### config.mk
export PLATFORM = sky130hd
export DESIGN_NAME = code_lock_alarm_controller_flat
export DESIGN_NICKNAME = d
export VERILOG_FILES = /design/src/clc_pkg.sv /design/src/clc_if.sv /design/src/code_lock_alarm_controller.sv /design/src/clc_cfg.sv /design/src/clc_core.sv /design/src/flat_wrapper.sv
export SDC_FILE = /design/constraint.sdc
export NUM_CORES = 1
export LEC_CHECK = 0
export BUFFER_PORTS_ARGS = -buffer_cell sky130_fd_sc_hd__buf_4
export CORE_MARGIN = 4
export CORE_UTILIZATION = 63
export CTS_BUF_LIST = sky130_fd_sc_hd__clkbuf_8
export CTS_CLUSTER_DIAMETER = 30
export DETAILED_ROUTE_END_ITERATION = 7
export PLACE_DENSITY = 0.82
export REMOVE_ABC_BUFFERS = 1
export SYNTH_ARGS = -nofsm -noshare
export SYNTH_HDL_FRONTEND = slang
export SYNTH_HIERARCHICAL = 1
export SYNTH_SLANG_ARGS = --single-unit
### constraint.sdc
create_clock -name clk_i -period 4.4 [get_ports clk_i]
set_input_delay 0.66 -clock clk_i [delete_from_list [all_inputs] [get_ports clk_i]]
set_output_delay 0.66 -clock clk_i [all_outputs]
set_load 0.02 [all_outputs]
### src/clc_pkg.sv
`timescale 1ns / 1ps
`default_nettype none

package clc_pkg;

  localparam int CODE_LENGTH_DEFAULT = 4;

  localparam int SAMPLE_W = 12;
  localparam int SECRET_W = 16;
  localparam int WARMUP_W = 16;
  localparam int DIGIT_W  = 4;
  localparam int MODE_W   = 2;
  localparam int COUNT_W  = 3;
  localparam int SECRET_DIGITS = SECRET_W / DIGIT_W;

  localparam logic [DIGIT_W-1:0] DIGIT_MAX = 4'd9;

  localparam logic [MODE_W-1:0] MODE_DISARMED  = 2'd0;
  localparam logic [MODE_W-1:0] MODE_ARMED     = 2'd1;
  localparam logic [MODE_W-1:0] MODE_TRIGGERED = 2'd2;

  localparam int CFG_IDX_W  = 2;
  localparam int CFG_DATA_W = 16;

  localparam logic [CFG_IDX_W-1:0] CFG_SECRET_CODE    = 2'd0;
  localparam logic [CFG_IDX_W-1:0] CFG_LOW_THRESHOLD  = 2'd1;
  localparam logic [CFG_IDX_W-1:0] CFG_HIGH_THRESHOLD = 2'd2;
  localparam logic [CFG_IDX_W-1:0] CFG_WARMUP_POLLS   = 2'd3;

  localparam logic [SECRET_W-1:0] SECRET_RESET = 16'h5555;
  localparam logic [SAMPLE_W-1:0] LOW_RESET    = 12'd1000;
  localparam logic [SAMPLE_W-1:0] HIGH_RESET   = 12'd3000;
  localparam logic [WARMUP_W-1:0] WARMUP_RESET = 16'd50;

  typedef struct packed {
    logic [SECRET_W-1:0] secret_code;
    logic [SAMPLE_W-1:0] low_threshold;
    logic [SAMPLE_W-1:0] high_threshold;
    logic [WARMUP_W-1:0] warmup_polls;
  } cfg_t;

  typedef struct packed {
    logic [SAMPLE_W-1:0] joystick_sample;
    logic                enter_press;
    logic                delete_press;
    logic                motion_edge;
    logic                sound_event;
  } poll_t;

  typedef struct packed {
    logic [MODE_W-1:0]  alarm_mode;
    logic [DIGIT_W-1:0] selected_digit;
    logic [COUNT_W-1:0] entered_count;
  } result_t;

endpackage

`default_nettype wire

### src/clc_if.sv
`timescale 1ns / 1ps
`default_nettype none

interface clc_in_if import clc_pkg::*; ();
  logic                valid;
  logic                ready;
  logic [SAMPLE_W-1:0] joystick_sample;
  logic                enter_press;
  logic                delete_press;
  logic                motion_edge;
  logic                sound_event;

  modport source (
    output valid, joystick_sample, enter_press, delete_press, motion_edge, sound_event,
    input  ready
  );
  modport sink (
    input  valid, joystick_sample, enter_press, delete_press, motion_edge, sound_event,
    output ready
  );
endinterface

interface clc_out_if import clc_pkg::*; ();
  logic               valid;
  logic               ready;
  logic [MODE_W-1:0]  alarm_mode;
  logic [DIGIT_W-1:0] selected_digit;
  logic [COUNT_W-1:0] entered_count;

  modport source (
    output valid, alarm_mode, selected_digit, entered_count,
    input  ready
  );
  modport sink (
    input  valid, alarm_mode, selected_digit, entered_count,
    output ready
  );
endinterface

interface clc_cfg_if import clc_pkg::*; ();
  logic                  valid;
  logic                  ready;
  logic [CFG_IDX_W-1:0]  index;
  logic [CFG_DATA_W-1:0] data;

  modport source (
    output valid, index, data,
    input  ready
  );
  modport sink (
    input  valid, index, data,
    output ready
  );
endinterface

`default_nettype wire

### src/code_lock_alarm_controller.sv
`timescale 1ns / 1ps
`default_nettype none

// Code-lock intrusion alarm controller. Each transfer on in_i is one poll of
// the joystick, the enter and delete buttons, the motion edge and the sound
// event. Each poll produces exactly one transfer on out_o with the alarm mode,
// the selected digit and the number of code digits entered after that poll.
// Registers are written through cfg_i (index 0 secret code, 1 low threshold,
// 2 high threshold, 3 warm-up polls); cfg_i is always ready, and writes are
// expected only while no poll is in flight.
// A poll is registered at the input, processed combinationally against the
// controller state, and its result is registered at the output, from where
// it is offered on out_o. One poll per cycle is sustained while the receiver
// keeps out_o ready; in_i stays ready while the input register can move on.
// When the receiver stalls, the output register holds its result and the
// input register holds one more poll; in_i drops ready only when both are
// full. Reset leaves the alarm armed with an empty entry, digit zero, a
// cleared motion latch, the warm-up count at zero and the registers at their
// default values.
module code_lock_alarm_controller import clc_pkg::*; #(
  parameter int CODE_LENGTH = CODE_LENGTH_DEFAULT
) (
  input  wire logic  clk_i,
  input  wire logic  rst_ni,
  clc_in_if.sink     in_i,
  clc_out_if.source  out_o,
  clc_cfg_if.sink    cfg_i
);

  cfg_t    cfg;
  poll_t   poll_q;
  result_t res_d;
  result_t res_q;
  logic    in_valid_q;
  logic    out_valid_q;
  logic    advance;
  logic    step;

  assign advance    = !out_valid_q || out_o.ready;
  assign step       = in_valid_q && advance;
  assign in_i.ready = !in_valid_q || advance;

  clc_cfg u_cfg (
    .clk_i  (clk_i),
    .rst_ni (rst_ni),
    .cfg_i  (cfg_i),
    .cfg_o  (cfg)
  );

  clc_core #(
    .CODE_LENGTH (CODE_LENGTH)
  ) u_core (
    .clk_i  (clk_i),
    .rst_ni (rst_ni),
    .step_i (step),
    .poll_i (poll_q),
    .cfg_i  (cfg),
    .res_o  (res_d)
  );

  always_ff @(posedge clk_i or negedge rst_ni) begin
    if (!rst_ni) begin
      in_valid_q  <= 1'b0;
      out_valid_q <= 1'b0;
    end else begin
      if (in_i.ready) begin
        in_valid_q <= in_i.valid;
      end
      if (advance) begin
        out_valid_q <= in_valid_q;
      end
    end
  end

  always_ff @(posedge clk_i) begin
    if (in_i.valid && in_i.ready) begin
      poll_q.joystick_sample <= in_i.joystick_sample;
      poll_q.enter_press     <= in_i.enter_press;
      poll_q.delete_press    <= in_i.delete_press;
      poll_q.motion_edge     <= in_i.motion_edge;
      poll_q.sound_event     <= in_i.sound_event;
    end
    if (step) begin
      res_q <= res_d;
    end
  end

  assign out_o.valid          = out_valid_q;
  assign out_o.alarm_mode     = res_q.alarm_mode;
  assign out_o.selected_digit = res_q.selected_digit;
  assign out_o.entered_count  = res_q.entered_count;

endmodule

`default_nettype wire

### src/clc_cfg.sv
`timescale 1ns / 1ps
`default_nettype none

module clc_cfg import clc_pkg::*; (
  input  wire logic clk_i,
  input  wire logic rst_ni,
  clc_cfg_if.sink   cfg_i,
  output cfg_t      cfg_o
);

  cfg_t cfg_q;
  cfg_t cfg_d;

  assign cfg_i.ready = 1'b1;

  always_comb begin
    cfg_d = cfg_q;
    if (cfg_i.valid) begin
      unique case (cfg_i.index)
        CFG_SECRET_CODE:    cfg_d.secret_code    = cfg_i.data[SECRET_W-1:0];
        CFG_LOW_THRESHOLD:  cfg_d.low_threshold  = cfg_i.data[SAMPLE_W-1:0];
        CFG_HIGH_THRESHOLD: cfg_d.high_threshold = cfg_i.data[SAMPLE_W-1:0];
        CFG_WARMUP_POLLS:   cfg_d.warmup_polls   = cfg_i.data[WARMUP_W-1:0];
        default: ;
      endcase
    end
  end

  always_ff @(posedge clk_i or negedge rst_ni) begin
    if (!rst_ni) begin
      cfg_q.secret_code    <= SECRET_RESET;
      cfg_q.low_threshold  <= LOW_RESET;
      cfg_q.high_threshold <= HIGH_RESET;
      cfg_q.warmup_polls   <= WARMUP_RESET;
    end else begin
      cfg_q <= cfg_d;
    end
  end

  assign cfg_o = cfg_q;

endmodule

`default_nettype wire

### src/clc_core.sv
`timescale 1ns / 1ps
`default_nettype none

module clc_core import clc_pkg::*; #(
  parameter int CODE_LENGTH = CODE_LENGTH_DEFAULT
) (
  input  wire logic    clk_i,
  input  wire logic    rst_ni,
  input  wire logic    step_i,
  input  wire poll_t   poll_i,
  input  wire cfg_t    cfg_i,
  output result_t      res_o
);

  localparam int CNT_W = $clog2(CODE_LENGTH + 1);
  localparam int IDX_W = (CODE_LENGTH > 1) ? $clog2(CODE_LENGTH) : 1;
  localparam logic [CNT_W-1:0] CNT_FULL = CNT_W'(CODE_LENGTH);

  logic [MODE_W-1:0]   mode_q, mode_d, mode_mid;
  logic [DIGIT_W-1:0]  digit_q, digit_d;
  logic [CNT_W-1:0]    count_q, count_d, count_mid;
  logic                latch_q, latch_d;
  logic [WARMUP_W-1:0] poll_q, poll_d;
  logic [DIGIT_W-1:0]  entry_q [CODE_LENGTH];
  logic [DIGIT_W-1:0]  entry_view [CODE_LENGTH];
  logic [DIGIT_W-1:0]  want [CODE_LENGTH];
  logic [CODE_LENGTH-1:0] digit_ok;

  logic             warm;
  logic             heed;
  logic             intrusion;
  logic             wr_en;
  logic [IDX_W-1:0] wr_idx;
  logic             match;

  assign warm      = poll_q >= cfg_i.warmup_polls;
  assign heed      = (mode_q == MODE_ARMED) && warm;
  assign intrusion = heed && (latch_q || poll_i.motion_edge || poll_i.sound_event);
  assign mode_mid  = intrusion ? MODE_TRIGGERED : mode_q;
  assign latch_d   = heed ? 1'b0 : (latch_q | poll_i.motion_edge);

  always_comb begin
    digit_d = digit_q;
    if (poll_i.joystick_sample < cfg_i.low_threshold) begin
      digit_d = (digit_q == '0) ? DIGIT_MAX : digit_q - 4'd1;
    end else if (poll_i.joystick_sample > cfg_i.high_threshold) begin
      digit_d = (digit_q == DIGIT_MAX) ? '0 : digit_q + 4'd1;
    end
  end

  assign wr_en  = poll_i.enter_press && (count_q < CNT_FULL);
  assign wr_idx = count_q[IDX_W-1:0];

  always_comb begin
    count_mid = count_q;
    if (wr_en) begin
      count_mid = count_mid + 1'b1;
    end
    if (poll_i.delete_press && (count_mid != '0)) begin
      count_mid = count_mid - 1'b1;
    end
  end

  for (genvar i = 0; i < CODE_LENGTH; i++) begin : g_cmp
    if (CODE_LENGTH - 1 - i < SECRET_DIGITS) begin : g_nib
      assign want[i] = cfg_i.secret_code[DIGIT_W*(CODE_LENGTH-1-i) +: DIGIT_W];
    end else begin : g_zero
      assign want[i] = '0;
    end
    assign entry_view[i] = (wr_en && (wr_idx == IDX_W'(i))) ? digit_d : entry_q[i];
    assign digit_ok[i]   = entry_view[i] == want[i];
  end

  assign match = (count_mid == CNT_FULL) && (&digit_ok);

  always_comb begin
    mode_d  = mode_mid;
    count_d = count_mid;
    if (match) begin
      mode_d  = (mode_mid == MODE_DISARMED) ? MODE_ARMED : MODE_DISARMED;
      count_d = '0;
    end
  end

  assign poll_d = (poll_q == '1) ? poll_q : poll_q + 1'b1;

  always_ff @(posedge clk_i or negedge rst_ni) begin
    if (!rst_ni) begin
      mode_q  <= MODE_ARMED;
      digit_q <= '0;
      count_q <= '0;
      latch_q <= 1'b0;
      poll_q  <= '0;
    end else if (step_i) begin
      mode_q  <= mode_d;
      digit_q <= digit_d;
      count_q <= count_d;
      latch_q <= latch_d;
      poll_q  <= poll_d;
    end
  end

  always_ff @(posedge clk_i) begin
    if (step_i && wr_en) begin
      entry_q[wr_idx] <= digit_d;
    end
  end

  assign res_o.alarm_mode     = mode_d;
  assign res_o.selected_digit = digit_d;
  assign res_o.entered_count  = COUNT_W'(count_d);

  a_count_bound: assert property (@(posedge clk_i) disable iff (!rst_ni)
    count_q <= CNT_FULL)
    else $error("entry count exceeds code length");

  a_digit_bound: assert property (@(posedge clk_i) disable iff (!rst_ni)
    digit_q <= DIGIT_MAX)
    else $error("selected digit out of decimal range");

  a_trig_exit: assert property (@(posedge clk_i) disable iff (!rst_ni)
    (step_i && mode_q == MODE_TRIGGERED) |=>
      (mode_q == MODE_TRIGGERED || mode_q == MODE_DISARMED))
    else $error("triggered mode left to a state other than disarmed");

  a_hold_idle: assert property (@(posedge clk_i) disable iff (!rst_ni)
    !step_i |=> ($stable(mode_q) && $stable(count_q) && $stable(poll_q)))
    else $error("state changed without a poll");

endmodule

`default_nettype wire
### src/flat_wrapper.sv
// flat-port wrapper written by rule: the top's interface ports become plain ports
module code_lock_alarm_controller_flat import clc_pkg::*;
#(
  parameter int CODE_LENGTH = CODE_LENGTH_DEFAULT
)
  (clk_i, rst_ni, in_i_valid, in_i_joystick_sample, in_i_enter_press, in_i_delete_press, in_i_motion_edge, in_i_sound_event, in_i_ready, out_o_valid, out_o_alarm_mode, out_o_selected_digit, out_o_entered_count, out_o_ready, cfg_i_valid, cfg_i_index, cfg_i_data, cfg_i_ready);
  clc_in_if in_i_i ();
  clc_out_if out_o_i ();
  clc_cfg_if cfg_i_i ();
  input  wire logic clk_i;
  input  wire logic rst_ni;
  input wire logic [$bits(in_i_i.valid)-1:0] in_i_valid;
  input wire logic [$bits(in_i_i.joystick_sample)-1:0] in_i_joystick_sample;
  input wire logic [$bits(in_i_i.enter_press)-1:0] in_i_enter_press;
  input wire logic [$bits(in_i_i.delete_press)-1:0] in_i_delete_press;
  input wire logic [$bits(in_i_i.motion_edge)-1:0] in_i_motion_edge;
  input wire logic [$bits(in_i_i.sound_event)-1:0] in_i_sound_event;
  output wire logic [$bits(in_i_i.ready)-1:0] in_i_ready;
  output wire logic [$bits(out_o_i.valid)-1:0] out_o_valid;
  output wire logic [$bits(out_o_i.alarm_mode)-1:0] out_o_alarm_mode;
  output wire logic [$bits(out_o_i.selected_digit)-1:0] out_o_selected_digit;
  output wire logic [$bits(out_o_i.entered_count)-1:0] out_o_entered_count;
  input wire logic [$bits(out_o_i.ready)-1:0] out_o_ready;
  input wire logic [$bits(cfg_i_i.valid)-1:0] cfg_i_valid;
  input wire logic [$bits(cfg_i_i.index)-1:0] cfg_i_index;
  input wire logic [$bits(cfg_i_i.data)-1:0] cfg_i_data;
  output wire logic [$bits(cfg_i_i.ready)-1:0] cfg_i_ready;
  assign in_i_i.valid = in_i_valid;
  assign in_i_i.joystick_sample = in_i_joystick_sample;
  assign in_i_i.enter_press = in_i_enter_press;
  assign in_i_i.delete_press = in_i_delete_press;
  assign in_i_i.motion_edge = in_i_motion_edge;
  assign in_i_i.sound_event = in_i_sound_event;
  assign in_i_ready = in_i_i.ready;
  assign out_o_valid = out_o_i.valid;
  assign out_o_alarm_mode = out_o_i.alarm_mode;
  assign out_o_selected_digit = out_o_i.selected_digit;
  assign out_o_entered_count = out_o_i.entered_count;
  assign out_o_i.ready = out_o_ready;
  assign cfg_i_i.valid = cfg_i_valid;
  assign cfg_i_i.index = cfg_i_index;
  assign cfg_i_i.data = cfg_i_data;
  assign cfg_i_ready = cfg_i_i.ready;
  code_lock_alarm_controller #(.CODE_LENGTH(CODE_LENGTH)) u_core (.clk_i(clk_i), .rst_ni(rst_ni), .in_i(in_i_i), .out_o(out_o_i), .cfg_i(cfg_i_i));
endmodule
==> results of run 1 <==
[per-layer routing]
layer | part of all wire | wire [um]
met1 | 0.42 | 6980
met2 | 0.50 | 8380
met3 | 0.052 | 863
met4 | 0.030 | 500
met5 | 0 | 0
[cell families after synthesis]
logic type                 count (synthesis)
adders and majority gates                 46
AOI/OAI and AO/OA                        116
and+or+nand+nor                          164
xor gates and xnor gates                  38
buffers and inverters                     80
DFF                                      125
other                                      1
muxes                                     66
[cells in the mapped netlist, drive strengths merged, types with 4 or more instances]
master	n	area share
dfrtp	59	0.21
o22ai	6	0.0053
inv	56	0.029
xnor2	32	0.039
nand3	17	0.014
edfxtp	41	0.17
o21ai	19	0.013
nand3b	6	0.0081
o2111ai	4	0.0049
mux2i	6	0.0084
a21oi	23	0.016
nand2	31	0.016
mux2	60	0.095
nor2b	10	0.0088
buf	10	0.011
or3	4	0.0042
a31oi	6	0.0074
clkbuf	13	0.0074
nand4	13	0.011
xor2	6	0.0074
and3	7	0.0072
nand2b	12	0.011
o211ai	4	0.0042
or2	4	0.0035
nor2	29	0.015
and2	8	0.0074
dfstp	25	0.092
ha	46	0.081
a221oi	7	0.011
nor3	12	0.0091
a21o	10	0.011
[worst min path at each step]
stage	endpoint	slack [ns]
after floorplan	u_core/in_valid_q	0.36
after global placement	u_core/u_cfg/cfg_o[22]	0.49
after detailed placement	u_core/u_cfg/cfg_o[22]	0.49
after CTS	u_core/u_cfg/cfg_o[53]	0.31
after global routing	u_core/u_cfg/cfg_o[53]	0.35
final	u_core/u_cfg/cfg_o[53]	0.30
[final cells by class]
cell class	instances	area, sq um
Sequential cell	125	3360
Timing Repair Buffer	56	420
Multi-Input combinational cell	431	3440
Clock inverter	13	145
Clock buffer	19	262
Tap cell	140	175
Inverter	57	214
Fill cell	787	2960
[metrics by stage]
| stage | cell area, sq um | setup slack [ns] | util |
|---|---|---|---|
| floorplan | 7020 | 0.958 | - |
| global placement | 7610 | 0.592 | 0.693 |
| detailed placement | 7610 | 0.275 | 0.693 |
| CTS | 8020 | 0.254 | 0.730 |
| global route | 8020 | 0.133 | 0.731 |
| finish | 8020 | 0.386 | 0.731 |
[state kept, by name (all words and copies together), names as in the netlist, 2 cells and up]
name and flops:
u_core/u_cfg/cfg_o 56, u_core/poll_q 16, u_core/u_core/entry_q 16, u_core/u_core/poll_q 16
u_core/out_o.selected_digit 4, u_core/u_core/digit_q 4, u_core/out_o.entered_count 3, u_core/u_core/count_q 3
u_core/out_o.alarm_mode 2, u_core/u_core/mode_q 2
[power breakdown]
part	switching (mW)	internal, mW
Sequential	0.225	1.51
Combinational	0.946	0.699
Clock	0.446	0.583
Total	1.62	2.79
[repair_timing]
action / in CTS / in global routing
setup endpoints to repair: 0 / 3
buffers inserted: 0 / 0
hold buffers: 0 / 0
resized for setup: 0 / 1
hold endpoints to repair: 0 / 0
[worst max-delay path, stage by stage (launching register included)]
cell and delay (ns):
edfxtp_1 0.48, nor2b_2 0.46, xnor2_1 0.17, ha_1 0.22, ha_1 0.19, nor2b_1 0.49
mux2i_1 0.39, and3_1 0.20, o2111ai_1 0.10, a221oi_1 0.28, o311a_1 0.21, o311a_1 0.22
and3_4 0.24, mux2i_1 0.21
==> impl_metrics.py, run 1 <==
metrics = {
    "sta": {
        "slew_violations": 0,
        "finalWorstPathRequiredPeriod_ns": 4.01,
        "hold_ws_ns": 0.301,
        "period_share": 0.912,
        "hold_viol": 0,
        "worst_pin_slew_ns": 0.896,
        "grt_setup_unrepaired": "false",
        "setup_viol": 0,
        "slew_headroom": 0.396,
        "max_freq_ghz": 0.249,
        "fin_setup_tns_ns": 0,
        "clock_skew_ns": 0.0182,
    },
    "worst_hold_path": {
        "hp-class": "input pin to async pin",
    },
    "place": {
        "hpwl_um": 12400,
        "globalplace.congestion": 0.952,
        "dp.cells": 809,
        "io_buffer_count": 49,
    },
    "power": {
        "power.total_mw": 4.41,
        "ir_drop_uv": 360,
        "powerDensity_nw_per_um2": 549,
        "power_leakage_nw": 3.44,
    },
    "global_route": {
        "first_global_vias": 5435,
        "antenna_found_initial": 0,
        "use_met1": 0.333,
        "grt_first_pass_wirelength_um": 27200,
        "grt_max_degree": 61,
        "grt_use_met3": 0.0539,
        "use_met2": 0.458,
        "grt_util_all_layers": 0.272,
        "busiest_layer": "met2",
        "overflow": 0,
    },
    "critical_path": {
        "critPathArrivalTime_ns": 4.29,
        "r2r-start": "u_core/poll_q[3]",
        "critPathCapture": "u_core/out_o.alarm_mode[0]",
        "cp-end-kind": "flop",
        "critPathKind": "flop to flop",
        "cp-startpoint": "u_core/poll_q[3]",
        "r2r_cells": 13,
        "r2r_end": "u_core/out_o.alarm_mode[0]",
        "worstPathRequired_ns": 4.68,
        "r2r_slack_ns": 0.39,
        "critPathLaunchType": "flop",
        "cp_max_fo": 11,
    },
    "route": {
        "antenna_left": 0,
        "wl_per_cell_um": 19.9,
        "dr_total_vias": 5175,
        "wl_um": 16700,
        "drtIter0Drc": 421,
        "drt_pass1_iterations": 6,
        "drc": 0,
        "vias_per_cell": 6.15,
    },
    "finish": {
        "areaGrowthSynthToFinish_pct": 12.3,
        "layout_commonest_cell": "mux2_2",
        "drive_gt1_frac": 0.272,
        "final_cells": 841,
        "n_antenna_cell": 0,
        "fin_nets": 773,
        "most-common-layout-cells": "60 x mux2_2, 59 x inv_1, 59 x dfrtp_1, 56 x buf_4, 46 x ha_1",
    },
    "floorplan": {
        "die_w_um": 115,
        "die_h_um": 115,
        "io_pins": 51,
        "placementRows": 38,
        "dieArea_sq_um": 13100,
        "initial_utilization": 0.651,
        "core_area_sq_um": 11000,
    },
    "logic_synthesis": {
        "synth_cell_types": 78,
        "async_flop_share": 0.672,
        "synth-adder-area-share": 0.0805,
        "syn_area_sq_um": 7150,
        "synth_xor_area_frac": 0.0466,
        "synthSimpleGateAreaFrac": 0.130,
        "ys_ff_latch": 125,
        "synth_top_family_by_area": "simple AND/OR/NAND/NOR gates",
        "ys_seq_area_frac": 0.471,
        "synth_edf_count": 41,
        "synth-compound-area-share": 0.121,
        "postSynthAreaPerCell_sq_um": 11.2,
        "yosysWarnings": 6,
        "netlist_instances": 636,
        "synth_ff_type": "dfrtp_1",
        "synthMuxAreaShare": 0.103,
    },
    "cts": {
        "cts_tree": "built",
        "cts_buffers": 17,
        "root_buffer": "clkbuf_8",
        "clock_sinks": 125,
        "clk_path_buf_depth": 2,
        "htreeDepth": 4,
        "clkTransAtPathRegs_ns": 0.08,
        "clock_latency_ns": 0.45,
    },
    "outcome": {
        "status": "completed",
    },
    "flow_run": {
        "cap_violations": 0,
    },
}
Note: power is estimated with default switching activity, not from simulation.
==> inputs of run 2 (changes only) <==
==> constraint.sdc (replaced) <==
create_clock -name clk_i -period 3.8 [get_ports clk_i]
set_input_delay 0.57 -clock clk_i [delete_from_list [all_inputs] [get_ports clk_i]]
set_output_delay 0.57 -clock clk_i [all_outputs]
set_load 0.02 [all_outputs]
==> run 2 against run 1 <==
Utilization up 1.3 points. Die area unchanged. Sequential share of layout area down 0.71 points. Wire length about the same. First-iteration DRC count down 15%. Clock skew down 0.0089 ns. Hold slack worse by 0.11 ns. Power up 18%. Sequential cell count unchanged. Highest routed layer unchanged.
==> impl_metrics.py, run 2 (synthesized netlist as in run 1, its figures left out) <==
metrics = {
    "sta": {
        "period_share": 0.946,
        "max_freq_ghz": 0.278,
        "setup_viol": 0,
        "finalWorstPathRequiredPeriod_ns": 3.59,
        "fin_setup_tns_ns": 0,
        "clock_skew_ns": 0.00938,
        "worst_pin_slew_ns": 0.875,
        "slew_headroom": 0.416,
        "hold_viol": 0,
        "slew_violations": 0,
        "grt_setup_unrepaired": "false",
    },
    "critical_path": {
        "cp-startpoint": "u_core/u_core/count_q[0]",
        "r2r_slack_ns": 0.21,
        "critical_path.top_delay_family": "compound AO/OA/AOI/OAI gates",
        "critPathLaunchType": "flop",
        "cp_num_buf_inv": 1,
        "critPathKind": "flop to flop",
        "worstPathRequired_ns": 3.99,
        "r2r-start": "u_core/u_core/count_q[0]",
        "critPathCapture": "u_core/out_o.alarm_mode[0]",
        "r2r_cells": 14,
        "critPathArrivalTime_ns": 3.78,
        "crit_cells": 14,
        "critical-path-max-stage-delay_ns": 0.47,
        "slowest_stage": "dfrtp_1",
        "worstPathCellList": "inv_1 > ha_1 > a21oi_1 > ha_1 > ha_1 > nor2b_1 > mux2i_1 > and3_1 > o2111ai_1 > a221oi_1 > o311a_1 > o311a_1 > and3_4 > mux2i_1",
        "cp-end-kind": "flop",
        "cp_common_cell": "ha_1",
        "r2r_end": "u_core/out_o.alarm_mode[0]",
        "cp_max_fo": 6,
    },
    "route": {
        "drt_pass1_iterations": 5,
        "wl_per_cell_um": 19.5,
        "vias_per_cell": 6.13,
        "dr_total_vias": 5246,
        "wl_um": 16700,
        "drc": 0,
        "antenna_left": 0,
        "drtIter0Drc": 357,
    },
    "finish": {
        "fillers": 741,
        "n_antenna_cell": 0,
        "areaGrowthSynthToFinish_pct": 14.2,
        "multi_input_area_sq_um": 3470,
        "register_area_sq_um": 3360,
        "layout_commonest_cell": "buf_4",
        "most-common-layout-cells": "71 x buf_4, 60 x mux2_2, 59 x dfrtp_1, 57 x inv_1, 46 x ha_1",
        "fin_nets": 788,
        "final_area_sq_um": 8160,
        "drive_gt1_frac": 0.293,
        "largest_reg_flops": 56,
    },
    "worst_hold_path": {
        "hp-class": "input pin to async pin",
    },
    "cts": {
        "clock_latency_ns": 0.45,
        "cts_buffers": 17,
        "ctsHoldBuffers": 0,
        "clock_sinks": 125,
        "clkTransAtPathRegs_ns": 0.08,
        "root_buffer": "clkbuf_8",
        "cts_tree": "built",
        "post_cts_buffers": 0,
        "clk_path_buf_depth": 2,
        "cts_resized": 0,
        "htreeDepth": 4,
    },
    "global_route": {
        "overflow": 0,
        "antenna_found_initial": 0,
        "grt_util_all_layers": 0.269,
        "first_global_vias": 5429,
        "grt_first_pass_wirelength_um": 27300,
        "grt_max_degree": 65,
    },
    "power": {
        "p_sw_mw": 1.91,
        "power_frac_comb": 0.386,
        "power.total_mw": 5.22,
        "powerDensity_nw_per_um2": 639,
        "swShare": 0.366,
        "internal-power_mw": 3.31,
        "p_clk_frac": 0.232,
        "ir_drop_uv": 420,
        "sequentialPowerShare": 0.383,
        "power_leakage_nw": 3.51,
    },
    "place": {
        "hpwl_um": 12300,
        "globalplace.congestion": 0.937,
        "io_buffer_count": 49,
        "place_area_sq_um": 7730,
    },
    "floorplan": {
        "placementRows": 38,
        "initial_utilization": 0.651,
        "die_w_um": 115,
        "die_h_um": 115,
        "core_area_sq_um": 11000,
        "io_pins": 51,
        "dieArea_sq_um": 13100,
    },
    "outcome": {
        "status": "completed",
    },
    "flow_run": {
        "cap_violations": 0,
    },
}
run 2: cell count changes in the layout (fill, tap and decap cells not counted), moves of 2 or more:
cell	previous run	this run
clkinv_2	3	5
inv_1	59	57
buf_4	56	71
inv_4	2	0
run 2: worst register-to-register path, delay by kind of cell (launching register included):
| kind | cells | cell delay (ns) |
|---|---|---|
| muxes | 2 | 0.47 |
| DFF | 1 | 0.47 |
| and+or+nand+nor | 3 | 0.65 |
| adders and majority gates | 3 | 0.72 |
| AOI/OAI and AO/OA | 5 | 0.90 |
| buffers and inverters | 1 | 0.12 |
run 2: cell type report:
cell class	count	area share
Inverter	57	0.0262
Clock buffer	19	0.0320
Timing Repair Buffer	71	0.0653
Sequential cell	125	0.412
Multi-Input combinational cell	431	0.425
Clock inverter	13	0.0179
Tap cell	140	0.0215
run 2: worst min-delay path by stage:
stage          cells after the start                      end
2_1_floorplan                      0        u_core/in_valid_q
3_3_place_gp                       1  u_core/u_core/poll_q[5]
3_5_place_dp                       1   u_core/u_cfg/cfg_o[15]
4_1_cts                            1  u_core/u_core/mode_q[1]
5_1_grt                            1    u_core/u_core/latch_q
6_report                           1    u_core/u_core/latch_q
run 2: per-layer routing:
layer | wire length, um | global-route usage | part of all wire
met2 | 8220 | 0.438 | 0.49
met1 | 7100 | 0.349 | 0.42
met3 | 914 | 0.0560 | 0.055
met5 | 0 | 0 | 0
met4 | 496 | 0.119 | 0.030
run 2: metrics by stage:
step	util	instances	setup slack (ns)	hold slack, ns
floorplan	-	613	0.358	0.274
global placement	0.704	824	0.212	0.488
detailed placement	0.704	824	0.164	0.493
CTS	0.741	856	0.133	0.222
global route	0.743	856	0.0109	0.262
finish	0.743	856	0.206	0.192
run 2: power groups by stage:
stage               registers [mW]  clock network (mW)  logic [mW]
global route                  2.03                1.29        2.21
CTS                           1.99                1.24        1.97
global placement              2.00                   0        1.92
finish                        2.00                1.21        2.01
detailed placement            2.02                   0        1.95
floorplan                     2.03                   0        1.25
==> inputs of run 3 (changes only) <==
--- a/config.mk
+++ b/config.mk
@@ -7,11 +7,11 @@
 export LEC_CHECK = 0
 export BUFFER_PORTS_ARGS = -buffer_cell sky130_fd_sc_hd__buf_4
 export CORE_MARGIN = 4
-export CORE_UTILIZATION = 63
+export CORE_UTILIZATION = 50
 export CTS_BUF_LIST = sky130_fd_sc_hd__clkbuf_8
 export CTS_CLUSTER_DIAMETER = 30
 export DETAILED_ROUTE_END_ITERATION = 7
-export PLACE_DENSITY = 0.82
+export PLACE_DENSITY = 0.67
 export REMOVE_ABC_BUFFERS = 1
 export SYNTH_ARGS = -nofsm -noshare
 export SYNTH_HDL_FRONTEND = slang
==> run 3 against run 2 <==
Utilization decreased by 15 points. Sequential share of layout area is 0.26 points lower. Clock power rose by 9.9%. Clock skew up 0.0012 ns. Via count is 1.5% lower. Combinational power about the same. First-iteration DRC count rose by 7.0%. Critical path type unchanged. Critical endpoint unchanged. Largest cell class unchanged.
==> impl_metrics.py, run 3 (synthesized netlist as in run 1, its figures left out) <==
metrics = {
    "power": {
        "power_leakage_nw": 3.50,
        "powerDensity_nw_per_um2": 652,
        "power.total_mw": 5.35,
        "ir_drop_uv": 338,
    },
    "route": {
        "vias_per_cell": 5.79,
        "drtIter0Drc": 382,
        "drc": 0,
        "wl_um": 17300,
        "drt_pass1_iterations": 5,
        "wl_per_cell_um": 19.4,
        "dr_total_vias": 5168,
        "antenna_left": 0,
    },
    "finish": {
        "final_area_sq_um": 8210,
        "post-route-util": 0.589,
        "fin_nets": 784,
        "layout_commonest_cell": "buf_4",
        "areaGrowthSynthToFinish_pct": 14.9,
        "register_area_sq_um": 3360,
        "multi_input_area_sq_um": 3450,
        "most-common-layout-cells": "67 x buf_4, 60 x mux2_2, 59 x dfrtp_1, 57 x inv_1, 46 x ha_1",
        "largest_reg_flops": 56,
        "n_antenna_cell": 0,
        "drive_gt1_frac": 0.291,
        "fillers": 1175,
        "final_cells": 892,
    },
    "floorplan": {
        "dieArea_sq_um": 16300,
        "placementRows": 43,
        "io_pins": 51,
        "initial_utilization": 0.513,
        "die_h_um": 128,
        "core_area_sq_um": 13900,
        "die_w_um": 128,
    },
    "cts": {
        "cts_tree": "built",
        "cts_buffers": 17,
        "clock_latency_ns": 0.45,
        "clkTransAtPathRegs_ns": 0.08,
        "htreeDepth": 4,
        "post_cts_buffers": 0,
        "clk_path_buf_depth": 2,
        "clock_sinks": 125,
        "root_buffer": "clkbuf_8",
    },
    "place": {
        "io_buffer_count": 49,
        "place_area_sq_um": 7750,
        "globalplace.congestion": 0.954,
        "place_ws_ns": 0.164,
        "hpwl_um": 13000,
        "dp.cells": 860,
    },
    "global_route": {
        "first_global_vias": 5202,
        "grt_max_degree": 59,
        "grt_util_all_layers": 0.224,
        "overflow": 0,
        "antenna_found_initial": 0,
        "grt_first_pass_wirelength_um": 27900,
    },
    "critical_path": {
        "cp-end-kind": "flop",
        "critPathArrivalTime_ns": 3.88,
        "critPathLaunchType": "flop",
        "critPathKind": "flop to flop",
        "cp_max_fo": 11,
        "worstPathRequired_ns": 4.10,
        "r2r-start": "u_core/u_cfg/cfg_o[33]",
        "r2r_end": "u_core/out_o.alarm_mode[0]",
        "r2r_slack_ns": 0.22,
        "r2r_cells": 13,
    },
    "sta": {
        "fin_setup_tns_ns": 0,
        "hold_ws_ns": 0.166,
        "slew_headroom": 0.420,
        "max_freq_ghz": 0.279,
        "setup_ws_ns": 0.217,
        "worst_pin_slew_ns": 0.869,
        "hold_viol": 0,
        "grt_setup_unrepaired": "false",
        "finalWorstPathRequiredPeriod_ns": 3.58,
        "slew_violations": 0,
        "setup_viol": 0,
        "clock_skew_ns": 0.0105,
        "period_share": 0.943,
    },
    "flow_run": {
        "cap_violations": 0,
    },
    "outcome": {
        "status": "completed",
    },
    "worst_hold_path": {
        "hp-class": "input pin to async pin",
    },
}
==> run 3: changes by cell type in the layout (fill, tap and decap cells not counted), sizes merged <==
cell	delta
inv	+2
clkbuf	-2
clkinvlp	+1
bufinv	+2
clkinv	-3
buf	-4
==> run 3: report_power, final <==
group / internal (mW) / total, mW / switching [mW]
registers: 1.75 / 2.02 / 0.272
logic: 0.876 / 2.01 / 1.13
clock network: 0.780 / 1.33 / 0.552
total: 3.40 / 5.35 / 1.95
==> run 3: area by class of cell <==
| cell class | count | share of cell area |
|---|---|---|
| repair buffers | 67 | 0.0612 |
| clock buffers | 17 | 0.0285 |
| multi-input cells | 431 | 0.421 |
| well taps | 180 | 0.0274 |
| inverters | 57 | 0.0261 |
| clock inverters | 15 | 0.0265 |
| flip-flops and latches | 125 | 0.410 |
==> run 3: critical path, cell delays in order (launching register included) <==
cell and delay (ns):
dfstp_2 0.53, inv_1 0.04, ha_1 0.28, nand2_1 0.07
or3_4 0.36, o221ai_2 0.26, a21oi_2 0.12, buf_4 0.21
and3_1 0.16, or3_1 0.39, nor4_2 0.29, o311a_1 0.29
and3_4 0.24, mux2i_1 0.19
==> run 3: worst max-delay path by stage <==
stage / end / slack (ns) / cells after the start / from
floorplan: u_core/out_o.alarm_mode[0] / 0.36 / 13 / u_core/poll_q[3]
global placement: u_core/out_o.alarm_mode[0] / 0.25 / 12 / u_core/u_cfg/cfg_o[33]
detailed placement: u_core/out_o.alarm_mode[0] / 0.16 / 12 / u_core/u_cfg/cfg_o[33]
CTS: u_core/out_o.alarm_mode[0] / 0.14 / 12 / u_core/u_cfg/cfg_o[33]
global route: u_core/out_o.alarm_mode[0] / 0.04 / 16 / u_core/u_core/count_q[0]
finish: u_core/out_o.alarm_mode[0] / 0.22 / 13 / u_core/u_cfg/cfg_o[33]
==> run 3: metal layers <==
layer  track usage  share of wire
met5             0              0
met3        0.0401          0.048
met1         0.300           0.44
met4        0.0965          0.032
met2         0.359           0.48
==> run 3: repair_timing <==
item | 4_1_cts | 5_1_grt
setup endpoints to repair | 0 | 3
hold buffers | 0 | 0
gates resized for setup | 0 | 4
